### config.mk
export PLATFORM = sky130hd
export DESIGN_NAME = in_order_packet_reorder_unit
export DESIGN_NICKNAME = d
export VERILOG_FILES = /design/src/sv/iopr_pkg.sv /design/src/sv/iopr_ctrl.sv /design/src/sv/iopr_dp.sv /design/src/sv/in_order_packet_reorder_unit.sv
export SDC_FILE = /design/constraint.sdc
export NUM_CORES = 1
export LEC_CHECK = 0
export ABC_AREA = 1
export BUFFER_PORTS_ARGS = -buffer_cell sky130_fd_sc_hd__buf_4
export CORE_AREA = 2 2 225 204
export CTS_CLUSTER_DIAMETER = 60
export CTS_CLUSTER_SIZE = 12
export DETAILED_ROUTE_END_ITERATION = 12
export DIE_AREA = 0 0 227 206
export SETUP_SLACK_MARGIN = 0.4
export SLEW_MARGIN = 30
export SYNTH_ARGS = -nofsm -noshare
export SYNTH_HDL_FRONTEND = slang
export SYNTH_SLANG_ARGS = --single-unit
### constraint.sdc
create_clock -name clk_i -period 9.3 [get_ports clk_i]
set_input_delay 0.465 -clock clk_i [delete_from_list [all_inputs] [get_ports clk_i]]
set_output_delay 0.465 -clock clk_i [all_outputs]
set_load 0.03 [all_outputs]
### src/sv/iopr_pkg.sv
// Shared constants, result codes and interface types of the packet reorder unit.
package iopr_pkg;

  localparam int unsigned SEQ_W  = 16;
  localparam int unsigned LEN_W  = 11;
  localparam int unsigned TAG_W  = 10;
  localparam int unsigned WINDOW = 16;
  localparam int unsigned SLOT_W = $clog2(WINDOW);
  localparam int unsigned CNT_W  = SLOT_W + 1;

  localparam logic [LEN_W-1:0] MAX_PAYLOAD   = LEN_W'(1024);
  localparam logic [SEQ_W-1:0] START_SEQ_RST = SEQ_W'(1);

  localparam logic [1:0] ST_IN_ORDER  = 2'd0;
  localparam logic [1:0] ST_HELD      = 2'd1;
  localparam logic [1:0] ST_DUPLICATE = 2'd2;
  localparam logic [1:0] ST_DROPPED   = 2'd3;

  localparam logic KIND_ACK     = 1'b0;
  localparam logic KIND_DELIVER = 1'b1;

  typedef struct packed {
    logic [SEQ_W-1:0] seq_num;
    logic [LEN_W-1:0] payload_len;
    logic [TAG_W-1:0] payload_tag;
    logic             is_last;
    logic             channel;
  } pkt_in_t;

  typedef struct packed {
    logic             kind;
    logic [SEQ_W-1:0] seq_out;
    logic [LEN_W-1:0] len_out;
    logic [TAG_W-1:0] tag_out;
    logic             channel_out;
    logic [1:0]       ack_status;
    logic             end_of_run;
    logic             stream_done;
  } res_out_t;

  typedef struct packed {
    logic load;
    logic classify;
    logic scan_step;
    logic emit_ack;
    logic emit_self;
    logic emit_drain;
  } ctl_cmd_t;

  typedef struct packed {
    logic inorder_now;
    logic inorder_q;
    logic scan_done;
    logic run_zero;
    logic run_one;
  } ctl_sts_t;

endpackage

### src/sv/iopr_ctrl.sv
// Sequencing state machine of the packet reorder unit.
module iopr_ctrl (
  input  logic              clk_i,
  input  logic              rst_ni,
  input  logic              start,
  output logic              busy,
  input  iopr_pkg::ctl_sts_t sts_i,
  output iopr_pkg::ctl_cmd_t cmd_o
);
  import iopr_pkg::*;

  localparam logic [2:0] S_IDLE  = 3'd0;
  localparam logic [2:0] S_CLASS = 3'd1;
  localparam logic [2:0] S_SCAN  = 3'd2;
  localparam logic [2:0] S_ACK   = 3'd3;
  localparam logic [2:0] S_SELF  = 3'd4;
  localparam logic [2:0] S_DRAIN = 3'd5;

  logic [2:0] state_q, state_d;

  always_ff @(posedge clk_i or negedge rst_ni) begin
    if (!rst_ni) begin
      state_q <= S_IDLE;
    end else begin
      state_q <= state_d;
    end
  end

  always_comb begin
    state_d = state_q;
    cmd_o   = '0;
    busy    = 1'b1;
    unique case (state_q)
      S_IDLE: begin
        busy = 1'b0;
        if (start) begin
          cmd_o.load = 1'b1;
          state_d    = S_CLASS;
        end
      end
      S_CLASS: begin
        cmd_o.classify = 1'b1;
        state_d        = sts_i.inorder_now ? S_SCAN : S_ACK;
      end
      S_SCAN: begin
        if (sts_i.scan_done) begin
          state_d = S_ACK;
        end else begin
          cmd_o.scan_step = 1'b1;
        end
      end
      S_ACK: begin
        cmd_o.emit_ack = 1'b1;
        state_d        = sts_i.inorder_q ? S_SELF : S_IDLE;
      end
      S_SELF: begin
        cmd_o.emit_self = 1'b1;
        state_d         = sts_i.run_zero ? S_IDLE : S_DRAIN;
      end
      S_DRAIN: begin
        cmd_o.emit_drain = 1'b1;
        state_d          = sts_i.run_one ? S_IDLE : S_DRAIN;
      end
      default: begin
        state_d = S_IDLE;
      end
    endcase
  end

endmodule

### src/sv/iopr_dp.sv
// Datapath of the packet reorder unit: slot ring, sequence state and result register.
module iopr_dp (
  input  logic                  clk_i,
  input  logic                  rst_ni,
  input  iopr_pkg::pkt_in_t     item_i,
  input  logic                  cfg_we_i,
  input  logic [15:0]           cfg_data_i,
  input  iopr_pkg::ctl_cmd_t    cmd_i,
  output iopr_pkg::ctl_sts_t    sts_o,
  output iopr_pkg::res_out_t    res_o,
  output logic                  res_strobe_o
);
  import iopr_pkg::*;

  pkt_in_t           item_q;
  logic [SEQ_W-1:0]  exp_q;
  logic [SLOT_W-1:0] head_q;
  logic [WINDOW-1:0] valid_q;
  logic [CNT_W-1:0]  count_q;
  logic              last_seen_q;
  logic [1:0]        status_q;
  logic              inorder_q;
  logic [SLOT_W-1:0] run_q;
  logic [SLOT_W-1:0] ptr_q;
  logic              done_q;
  res_out_t          res_q;
  logic              strobe_q;

  logic [LEN_W-1:0] len_mem [WINDOW];
  logic [TAG_W-1:0] tag_mem [WINDOW];

  logic [SEQ_W-1:0]  seq_diff;
  logic [SLOT_W-1:0] slot;
  logic              inorder_c;
  logic              in_window;
  logic              hold_c;
  logic [1:0]        status_c;
  logic              done_c;
  logic [LEN_W-1:0]  len_sat;
  pkt_in_t           item_ld;

  assign len_sat   = (item_i.payload_len > MAX_PAYLOAD) ? MAX_PAYLOAD : item_i.payload_len;
  assign seq_diff  = item_q.seq_num - exp_q;
  assign slot      = head_q + seq_diff[SLOT_W-1:0];
  assign inorder_c = (seq_diff == '0);
  assign in_window = (seq_diff[SEQ_W-1:SLOT_W] == '0);
  assign hold_c    = !inorder_c && in_window && !valid_q[slot];

  always_comb begin
    item_ld             = item_i;
    item_ld.payload_len = len_sat;
  end

  always_comb begin
    priority if (inorder_c) begin
      status_c = ST_IN_ORDER;
    end else if (seq_diff[SEQ_W-1]) begin
      status_c = ST_DUPLICATE;
    end else if (in_window) begin
      status_c = valid_q[slot] ? ST_DUPLICATE : ST_HELD;
    end else begin
      status_c = ST_DROPPED;
    end
  end

  assign done_c = last_seen_q &&
                  (inorder_q ? (count_q == {1'b0, run_q}) : (count_q == '0));

  assign sts_o.inorder_now = inorder_c;
  assign sts_o.inorder_q   = inorder_q;
  assign sts_o.scan_done   = (count_q == {1'b0, run_q}) || !valid_q[ptr_q];
  assign sts_o.run_zero    = (run_q == '0);
  assign sts_o.run_one     = (run_q == SLOT_W'(1));

  always_ff @(posedge clk_i or negedge rst_ni) begin
    if (!rst_ni) begin
      exp_q       <= START_SEQ_RST;
      head_q      <= '0;
      valid_q     <= '0;
      count_q     <= '0;
      last_seen_q <= 1'b0;
      strobe_q    <= 1'b0;
    end else begin
      strobe_q <= cmd_i.emit_ack || cmd_i.emit_self || cmd_i.emit_drain;
      if (cfg_we_i) begin
        exp_q       <= cfg_data_i;
        head_q      <= '0;
        valid_q     <= '0;
        count_q     <= '0;
        last_seen_q <= 1'b0;
      end else if (cmd_i.classify) begin
        if (hold_c) begin
          valid_q[slot] <= 1'b1;
          count_q       <= count_q + CNT_W'(1);
        end
        if ((inorder_c || hold_c) && item_q.is_last) begin
          last_seen_q <= 1'b1;
        end
      end else if (cmd_i.emit_self) begin
        exp_q  <= exp_q + SEQ_W'(1);
        head_q <= head_q + SLOT_W'(1);
      end else if (cmd_i.emit_drain) begin
        valid_q[head_q] <= 1'b0;
        count_q         <= count_q - CNT_W'(1);
        exp_q           <= exp_q + SEQ_W'(1);
        head_q          <= head_q + SLOT_W'(1);
      end
    end
  end

  always_ff @(posedge clk_i) begin
    if (cmd_i.load) begin
      item_q <= item_ld;
    end
    if (cmd_i.classify) begin
      status_q  <= status_c;
      inorder_q <= inorder_c;
      run_q     <= '0;
      ptr_q     <= head_q + SLOT_W'(1);
    end
    if (cmd_i.scan_step) begin
      run_q <= run_q + SLOT_W'(1);
      ptr_q <= ptr_q + SLOT_W'(1);
    end
    if (cmd_i.emit_drain) begin
      run_q <= run_q - SLOT_W'(1);
    end
    if (cmd_i.emit_ack) begin
      done_q <= done_c;
    end
  end

  always_ff @(posedge clk_i) begin
    if (cmd_i.classify && hold_c) begin
      len_mem[slot] <= item_q.payload_len;
      tag_mem[slot] <= item_q.payload_tag;
    end
    if (cmd_i.emit_ack) begin
      res_q.kind        <= KIND_ACK;
      res_q.seq_out     <= item_q.seq_num;
      res_q.len_out     <= item_q.payload_len;
      res_q.tag_out     <= item_q.payload_tag;
      res_q.channel_out <= item_q.channel;
      res_q.ack_status  <= status_q;
      res_q.end_of_run  <= !inorder_q;
      res_q.stream_done <= done_c;
    end else if (cmd_i.emit_self) begin
      res_q.kind        <= KIND_DELIVER;
      res_q.seq_out     <= exp_q;
      res_q.len_out     <= item_q.payload_len;
      res_q.tag_out     <= item_q.payload_tag;
      res_q.channel_out <= item_q.channel;
      res_q.ack_status  <= ST_IN_ORDER;
      res_q.end_of_run  <= (run_q == '0);
      res_q.stream_done <= done_q;
    end else if (cmd_i.emit_drain) begin
      res_q.kind        <= KIND_DELIVER;
      res_q.seq_out     <= exp_q;
      res_q.len_out     <= len_mem[head_q];
      res_q.tag_out     <= tag_mem[head_q];
      res_q.channel_out <= item_q.channel;
      res_q.ack_status  <= ST_IN_ORDER;
      res_q.end_of_run  <= (run_q == SLOT_W'(1));
      res_q.stream_done <= done_q;
    end
  end

  assign res_o        = res_q;
  assign res_strobe_o = strobe_q;

endmodule

### src/sv/in_order_packet_reorder_unit.sv
// Top level of the in-order packet reorder unit; the receiver cannot stall.
// Duplicate, held and dropped packets pass from start through classify to a single ack word.
// An in-order packet with R held successors first scans the window for its run of R held
// slots, then gives one registered word per cycle for the ack and R + 1 deliveries.
// A new start is taken only in idle, after the ack or after the last in-order delivery.
// Reset is asynchronous, active low, clears the window and expects sequence number 1 first.
module in_order_packet_reorder_unit (
  input  logic               clk_i,
  input  logic               rst_ni,
  input  logic               start,
  output logic               busy,
  input  iopr_pkg::pkt_in_t  item_i,
  input  logic               cfg_valid_i,
  output logic               cfg_ready_o,
  input  logic [15:0]        cfg_data_i,
  output iopr_pkg::res_out_t res_o,
  output logic               res_strobe_o
);
  import iopr_pkg::*;

  ctl_cmd_t cmd;
  ctl_sts_t sts;
  logic     cfg_we;

  assign cfg_ready_o = !busy;
  assign cfg_we      = cfg_valid_i && cfg_ready_o;

  iopr_ctrl u_ctrl (
    .clk_i  (clk_i),
    .rst_ni (rst_ni),
    .start  (start),
    .busy   (busy),
    .sts_i  (sts),
    .cmd_o  (cmd)
  );

  iopr_dp u_dp (
    .clk_i        (clk_i),
    .rst_ni       (rst_ni),
    .item_i       (item_i),
    .cfg_we_i     (cfg_we),
    .cfg_data_i   (cfg_data_i),
    .cmd_i        (cmd),
    .sts_o        (sts),
    .res_o        (res_o),
    .res_strobe_o (res_strobe_o)
  );

endmodule
==> reports/results.txt, run 1 <==
Status: complete, no violations
Layout cells sized above 1: 11.6%
Core area: 0.0448 sq mm
Die X: 227 um
Count of cell types in the netlist: 44
Required @ worst endpoint: 9760 ps
Num ports: 105
Ranking of synthesized cells by area: edfxtp_1 61%, nand2_1 5.9%, o21ai_0 5.5%
Crit. End Element: flip-flop
Fmax: 207 MHz
Cells after Synth: 1924
VDD IR max: 0.164 mV
Initial DRT Pass Iterations: 7
Pre-CTS setup slack: 4280 ps
Detail Route Antenna Nets: 0
Min Hold Slack: 46.7 ps
Setup-failing EPs final: 0
Post-Route WL: 58900 um
Core Rows: 74
Gp weighted congestion: 0.881
Final hold vios: 0
IO Port Bufs: 104
Synth area leader: edfxtp_1
P&R area growth vs syn: 12.5%
Arrival time worst endpoint: 5300 ps
Clock slew at reported path FFs: 60 ps
Layout net count: 2090
Setup_tns: 0 ps
Total gr overflow: 0
Flop pwr share: 37.9%
All-Layer GR Usage: 25.4%
Comb power frac: 40.9%
Critical-path maximum fanout: 89
#FFs+latches synth: 476
Clock group share of total power: 21.1%
Die ar.: 0.0468 sq mm
Clock Tree Buf Depth: 3
EDFF count, synth: 429
Setup slack after layout: 4460 ps
DPL Wire Length: 38200 um
Internal Power: 0.00458 W
Chip height: 206 um
Sequential share of the synthesized area: 66.6%
CTS H-tree depth: 2
Warnings from Yosys: 0
Clk_lat worst skew: 590 ps
Initial antenna violation count: 3
Setup Buffers After CTS: 0
Tmin final: 4840 ps
Cts hold-fix bufs: 1
Top cell type's share of synthesized area: 61.0%
Initial Util: 47.1%
Switching share of power: 42.7%
RSZ-0062 raised after global routing: no
CTS tree: built
Clock Skew: 21.7 ps
Syn Std Cell Area: 0.0211 sq mm
Area of placed instances: 0.0225 sq mm
Crit path kind: flip-flop to flip-flop
Final Cycle Share: 52.0%
Largest net degree at the start of global routing: 90
Post-DR wirelength/cell: 22.4 um
Clock Sinks: 476
Most common cell after layout, fill and taps aside: edfxtp_1
Starting DRT DRC Count: 1898
Syn Nets: 2018
Fill cells: 3945
NetSw: 0.00341 W
Post-route core utilization: 53.0%
Worst Tran Pin Value: 972 ps
Synth Area per Inst: 11.0 sq um
Resize count post-CTS: 0
Max cap viols: 0
Vias in the first global route: 14000
Main synth FF type: edfxtp_1
P_leak: 8.71 nW
Design area: 0.0238 sq mm
CP Launch Type: flip-flop
Async SR Flop Fraction: 9.66%
Hold WC Path Type: input port to flip-flop
DRC Markers: 0
Slew Limit Fails: 0
CTS Root Buffer Type: clkbuf_16
PD cells: 336 mW/mm^2
Global-route wire length before repair: 87500 um
Slew headroom: 35.2%
CTS Buf Count: 46
Via count: 14900
Most frequent cells in the layout: 429 x edfxtp_1, 328 x nand2_1, 250 x nor2_1
Vias/cell: 5.70
==> registers in the layout, indices dropped and copies added, names as in the netlist, 2 cells and up <==
name            cells
u_ctrl.state_q      3
u_dp.ptr_q          4
u_dp.item_q        39
u_dp.valid_q       16
u_dp.run_q          4
u_dp.exp_q         16
u_dp.status_q       2
u_dp.tag_mem      160
u_dp.head_q         4
u_dp.len_mem      176
u_dp.res_o         43
u_dp.count_q        5
==> cells by family after synthesis <==
family          synth area share, %
fa+ha+maj                      2.18
buf+inv                        4.65
compound gates                 11.8
xor+xnor                      0.995
simple gates                   13.9
flops                          66.6
==> Yosys cell counts, types with 3 or more instances <==
master and n:
clkbuf_1 80, o21ai_0 234, nor4_1 4, nor2_2 22
dfrtp_1 45, o32ai_1 3, nand3_2 15, a21oi_1 71
and2_1 3, inv_1 142, nand4_1 9, nand2_1 330
edfxtp_1 429, ha_1 32, o2111ai_1 4, xnor2_1 7
fa_1 3, o22ai_1 100, a22oi_1 3, xor2_1 17
buf_2 9, nor2_1 255, a41oi_1 21, nor3_1 9
nand2_2 4, a31oi_1 4, nand3_1 42, buf_6 3
or2_2 3
==> power by group through the flow <==
stage	registers [W]	clock network [W]	logic [W]
3_3_place_gp	0.00305	0	0.00318
5_1_grt	0.00306	0.00179	0.00359
2_1_floorplan	0.00310	0	0.00201
6_report	0.00303	0.00169	0.00327
4_1_cts	0.00302	0.00171	0.00323
3_5_place_dp	0.00306	0	0.00322
==> routing by layer <==
layer / vias to the layer above / GRT usage, % / wire (um)
met2: 577 / 36.2 / 25200
met1: 7383 / 38.7 / 27400
met4: 4 / 6.12 / 1220
met3: 84 / 6.75 / 5050
li1: 6900 / - / -
met5: - / 0 / 24
==> through the flow <==
step                cells  power, W
floorplan            1924   0.00511
global placement     2555   0.00623
detailed placement   2555   0.00628
CTS                  2621   0.00796
global route         2621   0.00844
finish               2622   0.00798
==> area by class of cell <==
| class | count | area, sq um | area share (%) |
|---|---|---|---|
| Tap cell | 608 | 761 | 3.20 |
| Antenna cell | 1 | 2.50 | 0.0105 |
| Sequential cell | 476 | 14100 | 59.2 |
| Multi-Input combinational cell | 1205 | 6200 | 26.1 |
| Timing Repair Buffer | 121 | 911 | 3.83 |
| Inverter | 146 | 551 | 2.32 |
| Clock inverter | 5 | 55.1 | 0.232 |
| Clock buffer | 60 | 1210 | 5.11 |
==> path summary, 6_finish.rpt <==
check | from | endpoint | slack, ps | cells after the start
setup reg to reg | u_dp.head_q[1] | u_dp.valid_q[6] | 4460 | 15
max in group asynchronous | rst_ni | u_dp.head_q[0] | 8340 | 2
hold / removal | item_i[6] | u_dp.item_q[6] | 50 | 1
setup / recovery | u_dp.head_q[1] | u_dp.valid_q[6] | 4460 | 15
hold reg to reg | u_dp.item_q[0] | u_dp.res_o[4] | 440 | 0
min in group asynchronous | rst_ni | u_dp.exp_q[8] | 470 | 2
==> worst max-delay path, stage by stage (launching register included) <==
cell	delay [ps]
dfrtp_2	340
buf_4	670
inv_2	410
fa_1	700
nor2_1	170
nand2_1	110
o2111ai_1	140
nand2_1	90
nand2_1	50
nand3_1	90
nand2_2	90
nand4_2	90
buf_4	640
nand2_1	690
nand2_1	240
nand2_1	70
Note: power is estimated with default switching activity, not from simulation.
==> run 2, diff against run 1 <==
Settings changed: PLACE_DENSITY set to 0.67.
Clock period 9.3 ns to 4.25 ns, I/O delays scaled along.
==> run 2 against run 1 <==
Against the previous run:
- die area unchanged
- largest power group unchanged
- first-iteration DRC count down 2.5%
- sequential power is 120% higher
- total power rose by 120%
- critical path type unchanged
- cell count increased by 3.9%
- non-clock buffer count is 102 higher
- via count rose by 3.1%
==> reports/results.txt, run 2 (synthesis gave the netlist of run 1 again) <==
P_leak: 9.31 nW (was 8.71 nW)
CTS Buf Count: 48 (was 46)
Global-route wire length before repair: 84200 um (was 87500 um)
Most common cell after layout, fill and taps aside: edfxtp_1 (unchanged)
N_diodes: 0 (was 1)
Post-Route WL: 55900 um (was 58900 um)
Status: complete, no violations (unchanged)
P&R area growth vs syn: 18.4% (was 12.5%)
Chip height: 206 um (unchanged)
Slew headroom: 35.8% (was 35.2%)
Pre-CTS setup slack: 312 ps (was 4280 ps)
Setup slack after layout: 518 ps (was 4460 ps)
Vias/cell: 5.66 (was 5.70)
CTS H-tree depth: 2 (unchanged)
Core area: 0.0448 sq mm (unchanged)
Clock slew at reported path FFs: 60 ps (about the same)
CP Launch Type: flip-flop (unchanged)
Design area: 0.0250 sq mm (was 0.0238 sq mm)
Clk_lat worst skew: 590 ps (about the same)
Tmin final: 3730 ps (was 4840 ps)
Clock Sinks: 476 (unchanged)
DRC Markers: 0 (unchanged)
Setup-failing EPs final: 0 (unchanged)
PD cells: 713 mW/mm^2 (was 336 mW/mm^2)
Fmax: 268 MHz (was 207 MHz)
Layout cells sized above 1: 13.9% (was 11.6%)
Min-delay src: cfg_data_i[7] (was item_i[6])
Hold WC Path Type: input port to flip-flop (unchanged)
IO Port Bufs: 104 (unchanged)
Clock Skew: 28.6 ps (was 21.7 ps)
RR Startpoint: u_dp.exp_q[0] (was u_dp.head_q[1])
RSZ-0062 raised after global routing: no (unchanged)
Required @ worst endpoint: 4560 ps (was 9760 ps)
FF-to-FF setup slack: 520 ps (was 4460 ps)
Largest net degree at the start of global routing: 94 (was 90)
VDD IR max: 0.603 mV (was 0.164 mV)
Multi-input gate area: 0.00620 sq mm (about the same)
Setup_tns: 0 ps (unchanged)
Fill cells: 3778 (was 3945)
Placed insts: 2582 (was 2555)
Via count: 15400 (was 14900)
Crit path kind: flip-flop to flip-flop (unchanged)
Biggest register: u_dp.len_mem (unchanged)
Critical-path maximum fanout: 9 (was 89)
Layout net count: 2194 (was 2090)
Starting DRT DRC Count: 1851 (was 1898)
Initial DRT Pass Iterations: 5 (was 7)
Vias in the first global route: 14400 (was 14000)
Slew Limit Fails: 0 (unchanged)
Total gr overflow: 0 (unchanged)
Die ar.: 0.0468 sq mm (unchanged)
Arrival time worst endpoint: 4050 ps (was 5300 ps)
CTS tree: built (unchanged)
Gp weighted congestion: 0.957 (was 0.881)
Initial antenna violation count: 0 (was 3)
Final Total Pwr: 0.0178 W (was 0.00798 W)
Max reg flops: 176 (unchanged)
Initial Util: 47.1% (unchanged)
CTS Root Buffer Type: clkbuf_16 (unchanged)
Clock Tree Buf Depth: 3 (unchanged)
Final Cycle Share: 87.8% (was 52.0%)
DPL Wire Length: 35900 um (was 38200 um)
Seq. cell area: 0.0141 sq mm (unchanged)
Final hold vios: 0 (unchanged)
Die X: 227 um (unchanged)
Worst Tran Pin Value: 962 ps (was 972 ps)
All-Layer GR Usage: 23.8% (was 25.4%)
Max cap viols: 0 (unchanged)
Core Rows: 74 (unchanged)
Most frequent cells in the layout: 429 x edfxtp_1, 327 x nand2_1, 250 x nor2_1 (was 429 x edfxtp_1, 328 x nand2_1, 250 x nor2_1)
Crit. End Element: flip-flop (unchanged)
Num ports: 105 (unchanged)
Detail Route Antenna Nets: 0 (unchanged)
Non-filler cells, final: 2725 (was 2622)
Area of placed instances: 0.0227 sq mm (was 0.0225 sq mm)
Critical Path Source: u_dp.exp_q[0] (was u_dp.head_q[1])
Post-DR wirelength/cell: 20.5 um (was 22.4 um)
-- run 2: cell types whose count changed in the layout (fill, tap and decap cells not counted), sizes merged --
cell         previous run  this run
diode                   1         0
dlygate4sd3             1        56
clkbuf                 60        63
clkinvlp                1         2
clkinv                  4         2
inv                   146       149
buf                   120       164
-- run 2: final timing paths --
kind                            cells past startpoint            endpoint
worst max-delay path                               16  u_dp.tag_mem[9][2]
worst min-delay path                                5       u_dp.exp_q[7]
worst max register to register                     16  u_dp.tag_mem[9][2]
worst min register to register                      0       u_dp.res_o[4]
max in group asynchronous                           2      u_dp.head_q[0]
min in group asynchronous                           2      u_dp.exp_q[12]
-- run 2: final cells by class --
type                       count  area share [%]
clock inverter                 7           0.375
inverter                     146            2.20
sequential                   476            56.2
multi-input combinational   1205            24.8
clock buffer                  60            5.10
timing repair buffer         223            8.27
tap                          608            3.04
-- run 2: per-stage QoR --
step | utilization [%] | hold slack, ps
after floorplan | - | -83.1
after global placement | 50.6 | 282
after detailed placement | 50.6 | 281
after CTS | 55.0 | 64.3
after global routing | 55.8 | 119
final | 55.8 | 97.4
-- run 2: repair_timing --
action,in CTS,in global routing
pin swaps,0,13
endpoints found under the hold margin,100,0
endpoints found under the setup margin,75,347
gates resized for setup,6,32
buffers inserted,0,16
hold buffers,56,0
gates cloned,0,4
-- run 2: metal layers --
| layer | vias up | part of all wire, % | GRT usage, % |
|---|---|---|---|
| met5 | - | 0 | 0 |
| met4 | 0 | 1.8 | 5.53 |
| met3 | 75 | 9.2 | 5.10 |
| met2 | 701 | 42 | 33.5 |
| met1 | 7537 | 47 | 37.5 |
| li1 | 7100 | - | - |
-- run 2: power by group --
part	switching, W	internal, W
registers	0.000587	0.00597
logic	0.00514	0.00228
clock network	0.00174	0.00211
-- run 2: critical path, stage by stage (launching register included) --
cell and delay (ps):
dfstp_2 580, ha_4 140, fa_1 440, fa_2 610
inv_2 60, nor2_4 200, nand2_1 90, o2111ai_1 70
nand2_1 100, nand2_2 80, nand3_2 90, nand2_4 90
nand4_4 90, buf_12 160, buf_12 150, nor2_4 270
clkbuf_16 210
